**src/rtl/core/prim_minimum_spanning_tree_assert.svh**
```systemverilog
// ----------------------------------------------------------------------------
// Assertion macros shared by the spanning tree RTL
// Each use expands to one labeled concurrent assertion on clk, off in reset.
// ----------------------------------------------------------------------------
`ifndef PRIM_MINIMUM_SPANNING_TREE_ASSERT_SVH
`define PRIM_MINIMUM_SPANNING_TREE_ASSERT_SVH

// same-cycle implication
`define PMST_ASSERT_IMPLY(lbl, ante, cons, msg) \
  lbl: assert property (@(posedge clk) disable iff (!rst_n) (ante) |-> (cons)) \
    else $error(msg);

// next-cycle implication
`define PMST_ASSERT_NEXT(lbl, ante, cons, msg) \
  lbl: assert property (@(posedge clk) disable iff (!rst_n) (ante) |=> (cons)) \
    else $error(msg);

`endif

```
**src/rtl/core/pmst_pkg.sv**
```systemverilog
// ----------------------------------------------------------------------------
// pmst_pkg
// Types and constants shared by the spanning tree block.
// ----------------------------------------------------------------------------
`default_nettype none

package pmst_pkg;

  localparam int OP_W    = 2;
  localparam int VTX_W   = 4;
  localparam int WGT_W   = 16;
  localparam int VC_W    = 5;
  localparam int CFG_AW  = 3;
  localparam int CFG_DW  = 32;

  typedef logic [OP_W-1:0]  op_t;
  typedef logic [VTX_W-1:0] vtx_t;
  typedef logic [WGT_W-1:0] wgt_t;

  localparam op_t OP_WRITE = 2'd0;
  localparam op_t OP_CLEAR = 2'd1;
  localparam op_t OP_RUN   = 2'd2;
  localparam op_t OP_NONE  = 2'd3;

  localparam wgt_t NO_EDGE = 16'hFFFF;

  // register index = paddr[2]
  localparam logic [0:0] REG_VERTEX_COUNT = 1'b0;
  localparam logic [VC_W-1:0] VC_RESET = 5'd8;

  typedef struct packed {
    vtx_t tree_vertex;
    vtx_t parent_vertex;
    wgt_t edge_weight;
    logic last;
    logic disconnected;
  } res_t;

endpackage

`default_nettype wire

```
**src/rtl/core/pmst_cfg.sv**
```systemverilog
// ----------------------------------------------------------------------------
// pmst_cfg
// APB register file: holds vertex_count.
// ----------------------------------------------------------------------------
`default_nettype none

module pmst_cfg import pmst_pkg::*; (
  input  wire logic              clk,
  input  wire logic              rst_n,
  input  wire logic              psel,
  input  wire logic              penable,
  input  wire logic              pwrite,
  input  wire logic [CFG_AW-1:0] paddr,
  input  wire logic [CFG_DW-1:0] pwdata,
  output logic      [CFG_DW-1:0] prdata,
  output logic                   pready,
  output logic      [VC_W-1:0]   vertex_count
);

  logic [VC_W-1:0] vc_r;
  logic [VC_W-1:0] vc_nxt;
  logic            wr_en;

  assign wr_en = psel && penable && pwrite;

  always_comb begin
    vc_nxt = vc_r;
    if (wr_en && (paddr[CFG_AW-1:2] == REG_VERTEX_COUNT)) begin
      vc_nxt = pwdata[VC_W-1:0];
    end
  end

  always_ff @(posedge clk) begin
    if (!rst_n) begin
      vc_r <= VC_RESET;
    end else begin
      vc_r <= vc_nxt;
    end
  end

  assign prdata       = (paddr[CFG_AW-1:2] == REG_VERTEX_COUNT) ? CFG_DW'(vc_r) : '0;
  assign pready       = 1'b1;
  assign vertex_count = vc_r;

endmodule

`default_nettype wire

```
**config.mk**
```make
export PLATFORM = sky130hd
export DESIGN_NAME = pmst_cfg
export DESIGN_NICKNAME = d
export VERILOG_FILES = /design/src/rtl/core/prim_minimum_spanning_tree_assert.svh /design/src/rtl/core/pmst_pkg.sv /design/src/rtl/core/pmst_cfg.sv
export SDC_FILE = /design/constraint.sdc
export NUM_CORES = 1
export LEC_CHECK = 0
export ABC_AREA = 1
export BUFFER_PORTS_ARGS = -buffer_cell sky130_fd_sc_hd__buf_4
export CORE_UTILIZATION = 25
export CTS_BUF_LIST = sky130_fd_sc_hd__clkbuf_8
export CTS_CLUSTER_SIZE = 30
export DETAILED_ROUTE_END_ITERATION = 12
export HOLD_SLACK_MARGIN = 0.12
export PLACE_DENSITY = 0.79
export REMOVE_ABC_BUFFERS = 1
export SLEW_MARGIN = 20
export SYNTH_ARGS = -nofsm -noshare
export SYNTH_HDL_FRONTEND = slang
export SYNTH_SLANG_ARGS = --single-unit
```
**constraint.sdc**
```tcl
create_clock -name clk -period 2.08 [get_ports clk]
set_clock_uncertainty 0.2 [all_clocks]
set_input_delay 0.104 -clock clk [delete_from_list [all_inputs] [get_ports clk]]
set_output_delay 0.104 -clock clk [all_outputs]
set_load 0.02 [all_outputs]
```
Word level (Yosys, flattened, before mapping)
Cells that the tools add are included.
Widths: inputs -> output; s select.

word-level totals
  flip-flop bits (word level) = 5
  input bits = 40
  output and inout port bits = 38
  word-level logic and storage cells = 6

cells by class
  muxes and demuxes = 1
  bitwise operators = 1
  reductions and logical operators = 3

operators by type and width
  operator           number
  $mux 5             1
  $logic_and 1x1->1  3
  $not 1->1          1

Longest topological paths before layout
Gate-level depths: netlist (run 1).

  depth after elaboration = 3
  mapped depth = 5
  gate-level depth less buffers = 5

Least setup slack after synthesis (run 1)
No wires, ideal clock.

  path type = register to output
  start point = reg vc_r[0] (netlist: vertex_count[0])
  end point = out prdata[0]
  arrival = 0.782 ns
  data required time = 1.776 ns
  slack = 0.994 ns
  cell stages (with the launch flop) = 3
  path buffers = 0
  path through = dfxtp_1 inv_1 nor2_1

on the way
  word-level cells in the longest chain between the ends = 1

ends and longest elaborated chain
  element                 line            source
  from (decl)             pmst_cfg.sv:20  logic [VC_W-1:0] vc_r;
  from (signal assigned)  pmst_cfg.sv:37  vc_r <= vc_nxt;
  $mux 5                  pmst_cfg.sv:41  assign prdata = (paddr[CFG_AW-1:2] == REG_VERTEX_COUNT) ? CFG_DW'(vc_r) : '0;
  to (decl)               pmst_cfg.sv:15  output logic [CFG_DW-1:0] prdata,

No other way between the ends.

Worst setup path after layout (run 1)
  start point = in psel
  end point = reg vc_r[1] (netlist: vertex_count[1])

on the way
  word-level cells in the longest chain between the ends = 3

ends and longest elaborated chain
  element                          line            source
  from (decl)                      pmst_cfg.sv:10  input wire logic psel,
  $logic_and 1x1->1 (2 in series)  pmst_cfg.sv:24  assign wr_en = psel && penable && pwrite;
  $logic_and 1x1->1                pmst_cfg.sv:28  if (wr_en && (paddr[CFG_AW-1:2] == REG_VERTEX_COUNT)) begin

No other way between the ends.
A chain may end at the register's enable or synchronous reset.

==> flow_summary.toml, run 1 <==
[critical_path]
path_class = "input port to register"
end_kind = "register"
rrSetupSlack_ps = 750
crit_arrival_ps = 1710
cp-start-kind = "input port"
cp_max_fo = 4
critPathRequiredTime_ps = 1990

[grt]
grt_usage = 0.1028
grt_pass1_vias = 377
grt_pass1_wl_um = 1414
grt_max_degree = 8
grt_overflow = 0
antenna_found_initial = 0

[clocking]
htreeDepth = 1
cts_num_sinks = 5
numCtsBuffers = 3
path_clk_slew_ps = 30
insertion_delay_ps = 220
ctsResizeCount = 0
cts_tree = "yes"
cts-root-buf = "clkbuf_8"
cts_buffer_depth = 2

[sta]
rsz0062_at_grt = "false"
fin_crit_ps = 1800
hold_viol = 0
setup_violations = 0
hold_ws_ps = 139.5
setup_tns_ps = 0
fin_crit_sh = 0.8652
slew_viol_final = 0
fmax_mhz = 555.7

[detailed_routing]
drc = 0
drt-initial-drc-count = 3
drtAntennaViolNets = 0
route.vias.total = 456
wl_um = 998
post_drt_via_cell_ratio = 3.429
wl_per_cell_um = 7.504
drt-pass1-iter-count = 2

[power]
powerDensity_nw_per_um2 = 544.7
power_leakage_uw = 0.0003920
ir_drop_uv = 158.5

[yosys]
synth.ff_latch_count = 5
yosysSeqAreaShare = 0.2051
syn_avg_cell_area_um2 = 6.506
syn_inst = 75
synthDistinctLibCells = 12
syn_area_um2 = 488.0
yosys_warnings = 0

[floorplanning]
core-area_um2 = 1783
die_y_um = 46.18
initial_core_util = 0.2737
placementRows = 15
num_io_pins = 78
die_w_um = 46.18
dieArea_um2 = 2133

[placement]
gp_routability_congestion = 0.7415
dpl.hpwl_um = 688.5
portBuffers = 20

[cells_and_area]
drive_gt1_frac = 0.2500
utilization = 0.3993
num_antenna_cells = 0
area_growth_pct = 45.90
nNetsFinal = 149
largest_reg_flops = 5

[hold_path]
hp-class = "input port to register"

[flow_run]
cap_violations = 0

[status]
status = "finished, final reports clean"
==> final timing paths <==
check	startpoint	to	depth (start not counted)
worst max-delay path	psel	vertex_count[1]	8
worst min-delay path	paddr[2]	vertex_count[0]	6
worst max register to register	vertex_count[3]	vertex_count[3]	3
worst min register to register	vertex_count[0]	vertex_count[0]	2
==> kinds of logic after synthesis <==
logic type	Yosys count	share of synthesized area
other	2	0.01539
DFF	5	0.2051
and+or+nand+nor	27	0.2462
AOI/OAI and AO/OA	1	0.01025
buffers and inverters	40	0.5231
==> per-stage QoR <==
step | instances | area [µm²] | power, µW | worst slack [ps]
floorplan | 73 | 375.4 | 171.5 | 994.3
global route | 133 | 711.9 | 411.5 | 210.7
finish | 133 | 711.9 | 387.8 | 280.4
CTS | 133 | 711.9 | 391.2 | 316.9
global placement | 118 | 556.8 | 199.9 | 1161
detailed placement | 118 | 556.8 | 201.4 | 1129
==> layer usage <==
metal | part of all wire | track usage | up-vias | routed length (µm)
met4 | 0.057 | 0.1412 | 0 | 57
met3 | 0.069 | 0.01961 | 6 | 69
met1 | 0.29 | 0.06047 | 188 | 286
met2 | 0.59 | 0.2056 | 33 | 585
li1 | - | - | 229 | -
met5 | 0 | 0 | - | 0
==> power breakdown <==
group | internal, µW | switching [µW] | leakage (µW)
clock network | 127 | 48.2 | 0.0000269
logic | 35.9 | 74.9 | 0.000324
registers | 99.9 | 2.43 | 0.0000407
total | 262 | 125 | 0.000392
==> what timing repair did <==
item,4_1_cts,5_1_grt
endpoints found under the hold margin,5,0
hold buffers,11,0
buffers inserted,0,0
==> cell usage after synthesis (all sizes together) <==
| library cell | instances | area (µm²) |
|---|---|---|
| nand3 | 5 | 25.02 |
| conb | 2 | 7.510 |
| nand2 | 7 | 28.78 |
| dfxtp | 5 | 100.1 |
| o21ai | 1 | 5.000 |
| buf | 28 | 210.2 |
| nor2 | 15 | 66.32 |
| inv | 12 | 45.04 |
==> critical path: stages <==
cell and delay, ps:
dlygate4sd3_1 530, buf_4 110, inv_1 40, nor2_2 140, nand3_1 100, dlygate4sd3_1 580
nand2_1 70, nor2_1 40
==> cell usage in the layout, fill, tap and decap left out <==
cell / instances
nor2_2: 1
nor2_1: 13
dfxtp_1: 5
inv_1: 12
inv_2: 1
o21ai_0: 1
buf_4: 20
nand2_1: 6
nand3_1: 5
clkbuf_8: 3
nor2_4: 1
dlygate4sd3_1: 11
conb_1: 28
nand2_2: 1
==> layout make-up <==
cell class / instances / area, µm²
sequential: 5 / 100.1
tap: 25 / 31.28
fill: 179 / 1071
inverter: 12 / 45.04
timing repair buffer: 31 / 260.3
clock inverter: 1 / 3.754
clock buffer: 3 / 41.29
multi-input combinational: 56 / 230.2
Power figures use the tool's default switching activity.
==> run 2: changes to the inputs <==
- clock period: 2.08 -> 1.7 ns (I/O delays scaled with it)
==> run 2 against run 1 <==
Against the previous run:
- final cell count up 0.75%
- clock power up 26%
- combinational power up 23%
- largest cell class unchanged
- largest power group unchanged
==> flow_summary.toml, run 2 (same netlist as run 1, synthesis figures left out) <==
[power]
powerDensity_nw_per_um2 = 661.0
power_leakage_uw = 0.0004327
ir_drop_uv = 203.6

[sta]
hold_viol = 0
setup_tns_ps = 0
slew_viol_final = 0
fin_ws_ps = 53.01
fin_crit_ps = 1647
setup_violations = 0
fmax_mhz = 607.2
rsz0062_at_grt = "false"
fin_crit_sh = 0.9688

[detailed_routing]
post_drt_via_cell_ratio = 3.455
drtAntennaViolNets = 0
wl_um = 1075
drt-initial-drc-count = 2
drt-pass1-iter-count = 2
drc = 0
wl_per_cell_um = 8.022
route.vias.total = 463

[clocking]
cts_tree = "yes"
numCtsBuffers = 3
insertion_delay_ps = 220
cts-root-buf = "clkbuf_8"
cts_num_sinks = 5
cts_setup_buffers = 0
htreeDepth = 1
cts_buffer_depth = 2
path_clk_slew_ps = 40

[cells_and_area]
nNetsFinal = 150
num_antenna_cells = 0
utilization = 0.4091
area_growth_pct = 49.49
final_cell_mix = "conb_1, buf_4, nor2_1"
final_common_cell = "conb_1"
drive_gt1_frac = 0.2477
largest_reg_flops = 5

[placement]
dp_slack_ps = 768.0
gp_routability_congestion = 0.7415
dpl.hpwl_um = 688.5
portBuffers = 20

[floorplanning]
die_w_um = 46.18
core-area_um2 = 1783
initial_core_util = 0.2737
die_y_um = 46.18
placementRows = 15
num_io_pins = 78
dieArea_um2 = 2133

[hold_path]
whs_path_depth = 5
hp-class = "input port to register"
min_from = "psel"

[critical_path]
setup.worst_path.start = "pwdata[4]"
ff2ff_path_depth = 3
critPathRequiredTime_ps = 1620
r2r-start = "vertex_count[3]"
end_kind = "register"
path_class = "input port to register"
crit_arrival_ps = 1560
cp-start-kind = "input port"
cp_max_fo = 1

[grt]
antenna_found_initial = 0
grt_overflow = 0
grt_max_degree = 8
grt_pass1_wl_um = 1524
grt_usage = 0.1084
grt_pass1_vias = 402

[flow_run]
cap_violations = 0

[status]
status = "finished, final reports clean"
[run 2: timing repair]
item | in CTS | in global routing
endpoints found under the setup margin | 0 | 4
resized for setup | 0 | 4
hold endpoints to repair | 5 | 0
hold buffers | 13 | 0
[run 2: power by group]
part           total, µW  switching, µW  leakage (µW)  internal (µW)
Clock                220           64.9     0.0000269            155
Combinational        137           92.1      0.000365           44.5
Sequential           125           3.15     0.0000407            122
[run 2: area by class of cell]
cell class / count / area [µm²]
Clock buffer: 3 / 41.29
Clock inverter: 1 / 3.754
Fill cell: 181 / 1054
Inverter: 12 / 45.04
Multi-Input combinational cell: 56 / 230.2
Sequential cell: 5 / 100.1
Tap cell: 25 / 31.28
Timing Repair Buffer: 32 / 277.8
[run 2: layer usage]
metal  track usage  vias up  wire length (µm)
met4        0.1412        0                57
met3       0.01961        6                74
li1              -      230                 -
met5             0        -                 0
met1       0.06977      196               315
met2        0.2141       31               627
[run 2: final timing paths]
| path | end | slack, ps |
|---|---|---|
| hold reg to reg | vertex_count[2] | 290 |
| setup / recovery | vertex_count[4] | 50 |
| hold / removal | vertex_count[1] | 80 |
| setup reg to reg | vertex_count[3] | 380 |
[run 2: worst max-delay path, stage by stage]
cell and delay (ps):
dlygate4sd3_1 540, buf_4 130, inv_1 50, nand3_1 70, dlygate4sd3_1 570, nand2_1 70
nor2_1 50
[run 2: stage by stage]
stage          cells  hold slack [ps]  total power, µW  area [µm²]
2_1_floorplan     73           -30.32            209.8       375.4
3_3_place_gp     118            102.5            244.6       556.8
3_5_place_dp     118            105.9            246.4       556.8
4_1_cts          135            132.8            480.3       732.0
5_1_grt          134            136.7            506.8       729.5
6_report         134            81.70            482.2       729.5
==> run 3: changes to the inputs <==
- CORE_MARGIN: unset -> 8
- REMOVE_ABC_BUFFERS: 1 -> unset
==> run 3 against run 2 <==
Against the previous run:
- register-to-register slack hardly changed
- setup slack better by 23 ps
- sequential power hardly changed
- first-iteration DRC count is 100% higher
- critical path depth stayed put
- final cell count is 2.2% higher
- via count is 4.5% higher
- final area is 0.69% higher
- non-clock buffer count is 1 higher
- sequential share of layout area is 0.093 points lower
- die area is 70% higher
- clock power is 2% lower
- largest power group unchanged
==> flow_summary.toml, run 3 (same netlist as run 1, synthesis figures left out) <==
[floorplanning]
die_y_um = 60.18
initial_core_util = 0.2566
core-area_um2 = 1902
num_io_pins = 78
dieArea_um2 = 3622
placementRows = 16
die_w_um = 60.18

[placement]
gp_routability_congestion = 0.7251
post-place-cells = 120
place_area_um2 = 559.3
portBuffers = 20
dpl.hpwl_um = 1062
dp_slack_ps = 777.2

[cells_and_area]
final_cell_mix = "conb_1, buf_4, nor2_1, dlygate4sd3_1, inv_1"
nFillCells = 195
num_antenna_cells = 0
area_growth_pct = 50.51
final_common_cell = "conb_1"
instances_no_fill = 137
nNetsFinal = 151
final_area_um2 = 734.5
largest_reg_flops = 5
drive_gt1_frac = 0.2455

[critical_path]
cp_max_fo = 1
path_class = "input port to register"
end_kind = "register"
cp-start-kind = "input port"
critPathRequiredTime_ps = 1620
crit_arrival_ps = 1540

[power]
powerDensity_nw_per_um2 = 657.8
power_leakage_uw = 0.0004052
ir_drop_uv = 228.2
p_total_uw = 483.1

[grt]
grt_overflow = 0
antenna_found_initial = 0
grt_pass1_vias = 466
grt_max_degree = 8
grt_pass1_wl_um = 1863
grt_usage = 0.07469

[clocking]
cts_num_sinks = 5
numCtsBuffers = 3
ctsResizeCount = 0
path_clk_slew_ps = 30
cts-root-buf = "clkbuf_8"
cts_buffer_depth = 2
htreeDepth = 1
cts_tree = "yes"
insertion_delay_ps = 220

[hold_path]
hp-class = "input port to register"

[detailed_routing]
drt-pass1-iter-count = 2
drc = 0
post_drt_via_cell_ratio = 3.533
drtAntennaViolNets = 0
drt-initial-drc-count = 4
route.vias.total = 484
wl_per_cell_um = 10.23
wl_um = 1402

[sta]
fin_ws_ps = 75.81
hold_viol = 0
setup_violations = 0
setup_tns_ps = 0
slew_viol_final = 0
fin_crit_ps = 1624
rsz0062_at_grt = "false"
fin_crit_sh = 0.9554
fmax_mhz = 615.7

[flow_run]
cap_violations = 0

[status]
status = "finished, final reports clean"
## run 3: cell count changes in the layout (fill, tap and decap cells not counted), sizes merged
cell	previous run	this run
dlygate4sd3	9	13
dlymetal6s4s	3	0
## run 3: metal layers
metal  track usage  share of wire
met1       0.04693           0.27
met3       0.02796           0.14
met4       0.09184          0.023
met5             0              0
met2        0.1418           0.56
## run 3: through the flow
| step | utilization | hold slack (ps) |
|---|---|---|
| 6_report | 0.3862 | 102.2 |
| 5_1_grt | 0.3862 | 126.8 |
| 4_1_cts | 0.3914 | 122.4 |
| 3_5_place_dp | 0.2941 | 102.5 |
| 3_3_place_gp | 0.2941 | 99.48 |
| 2_1_floorplan | - | -30.32 |
## run 3: where the power goes
group | switching (µW) | internal, µW
registers | 2.95 | 122
logic | 95.2 | 47.1
clock network | 60.7 | 155
## run 3: path summary, 6_finish.rpt
| kind | to | cells past startpoint | startpoint | slack (ps) |
|---|---|---|---|---|
| worst min-delay path | vertex_count[1] | 5 | psel | 100 |
| worst max register to register | vertex_count[2] | 3 | vertex_count[2] | 380 |
| worst min register to register | vertex_count[0] | 2 | vertex_count[0] | 320 |
| worst max-delay path | vertex_count[2] | 7 | pwdata[2] | 80 |
## run 3: area by class of cell
| cell class | instances | area (µm²) | area share |
|---|---|---|---|
| clock buffer | 3 | 41.29 | 0.05622 |
| clock inverter | 1 | 3.754 | 0.005111 |
| inverter | 12 | 45.04 | 0.06133 |
| multi-input combinational | 56 | 230.2 | 0.3135 |
| sequential | 5 | 100.1 | 0.1363 |
| tap | 27 | 33.78 | 0.04600 |
| timing repair buffer | 33 | 280.3 | 0.3816 |
## run 3: critical path, cell delays in order
cell	delay (ps)
dlygate4sd3_1	530
buf_4	130
inv_1	40
nand3_1	60
dlygate4sd3_1	580
nand2_1	70
nor2_1	30
## run 3: timing repair
action | 4_1_cts | 5_1_grt
setup endpoints to repair | 0 | 3
hold endpoints to repair | 5 | 0
buffers inserted | 0 | 0
hold buffers | 14 | 0
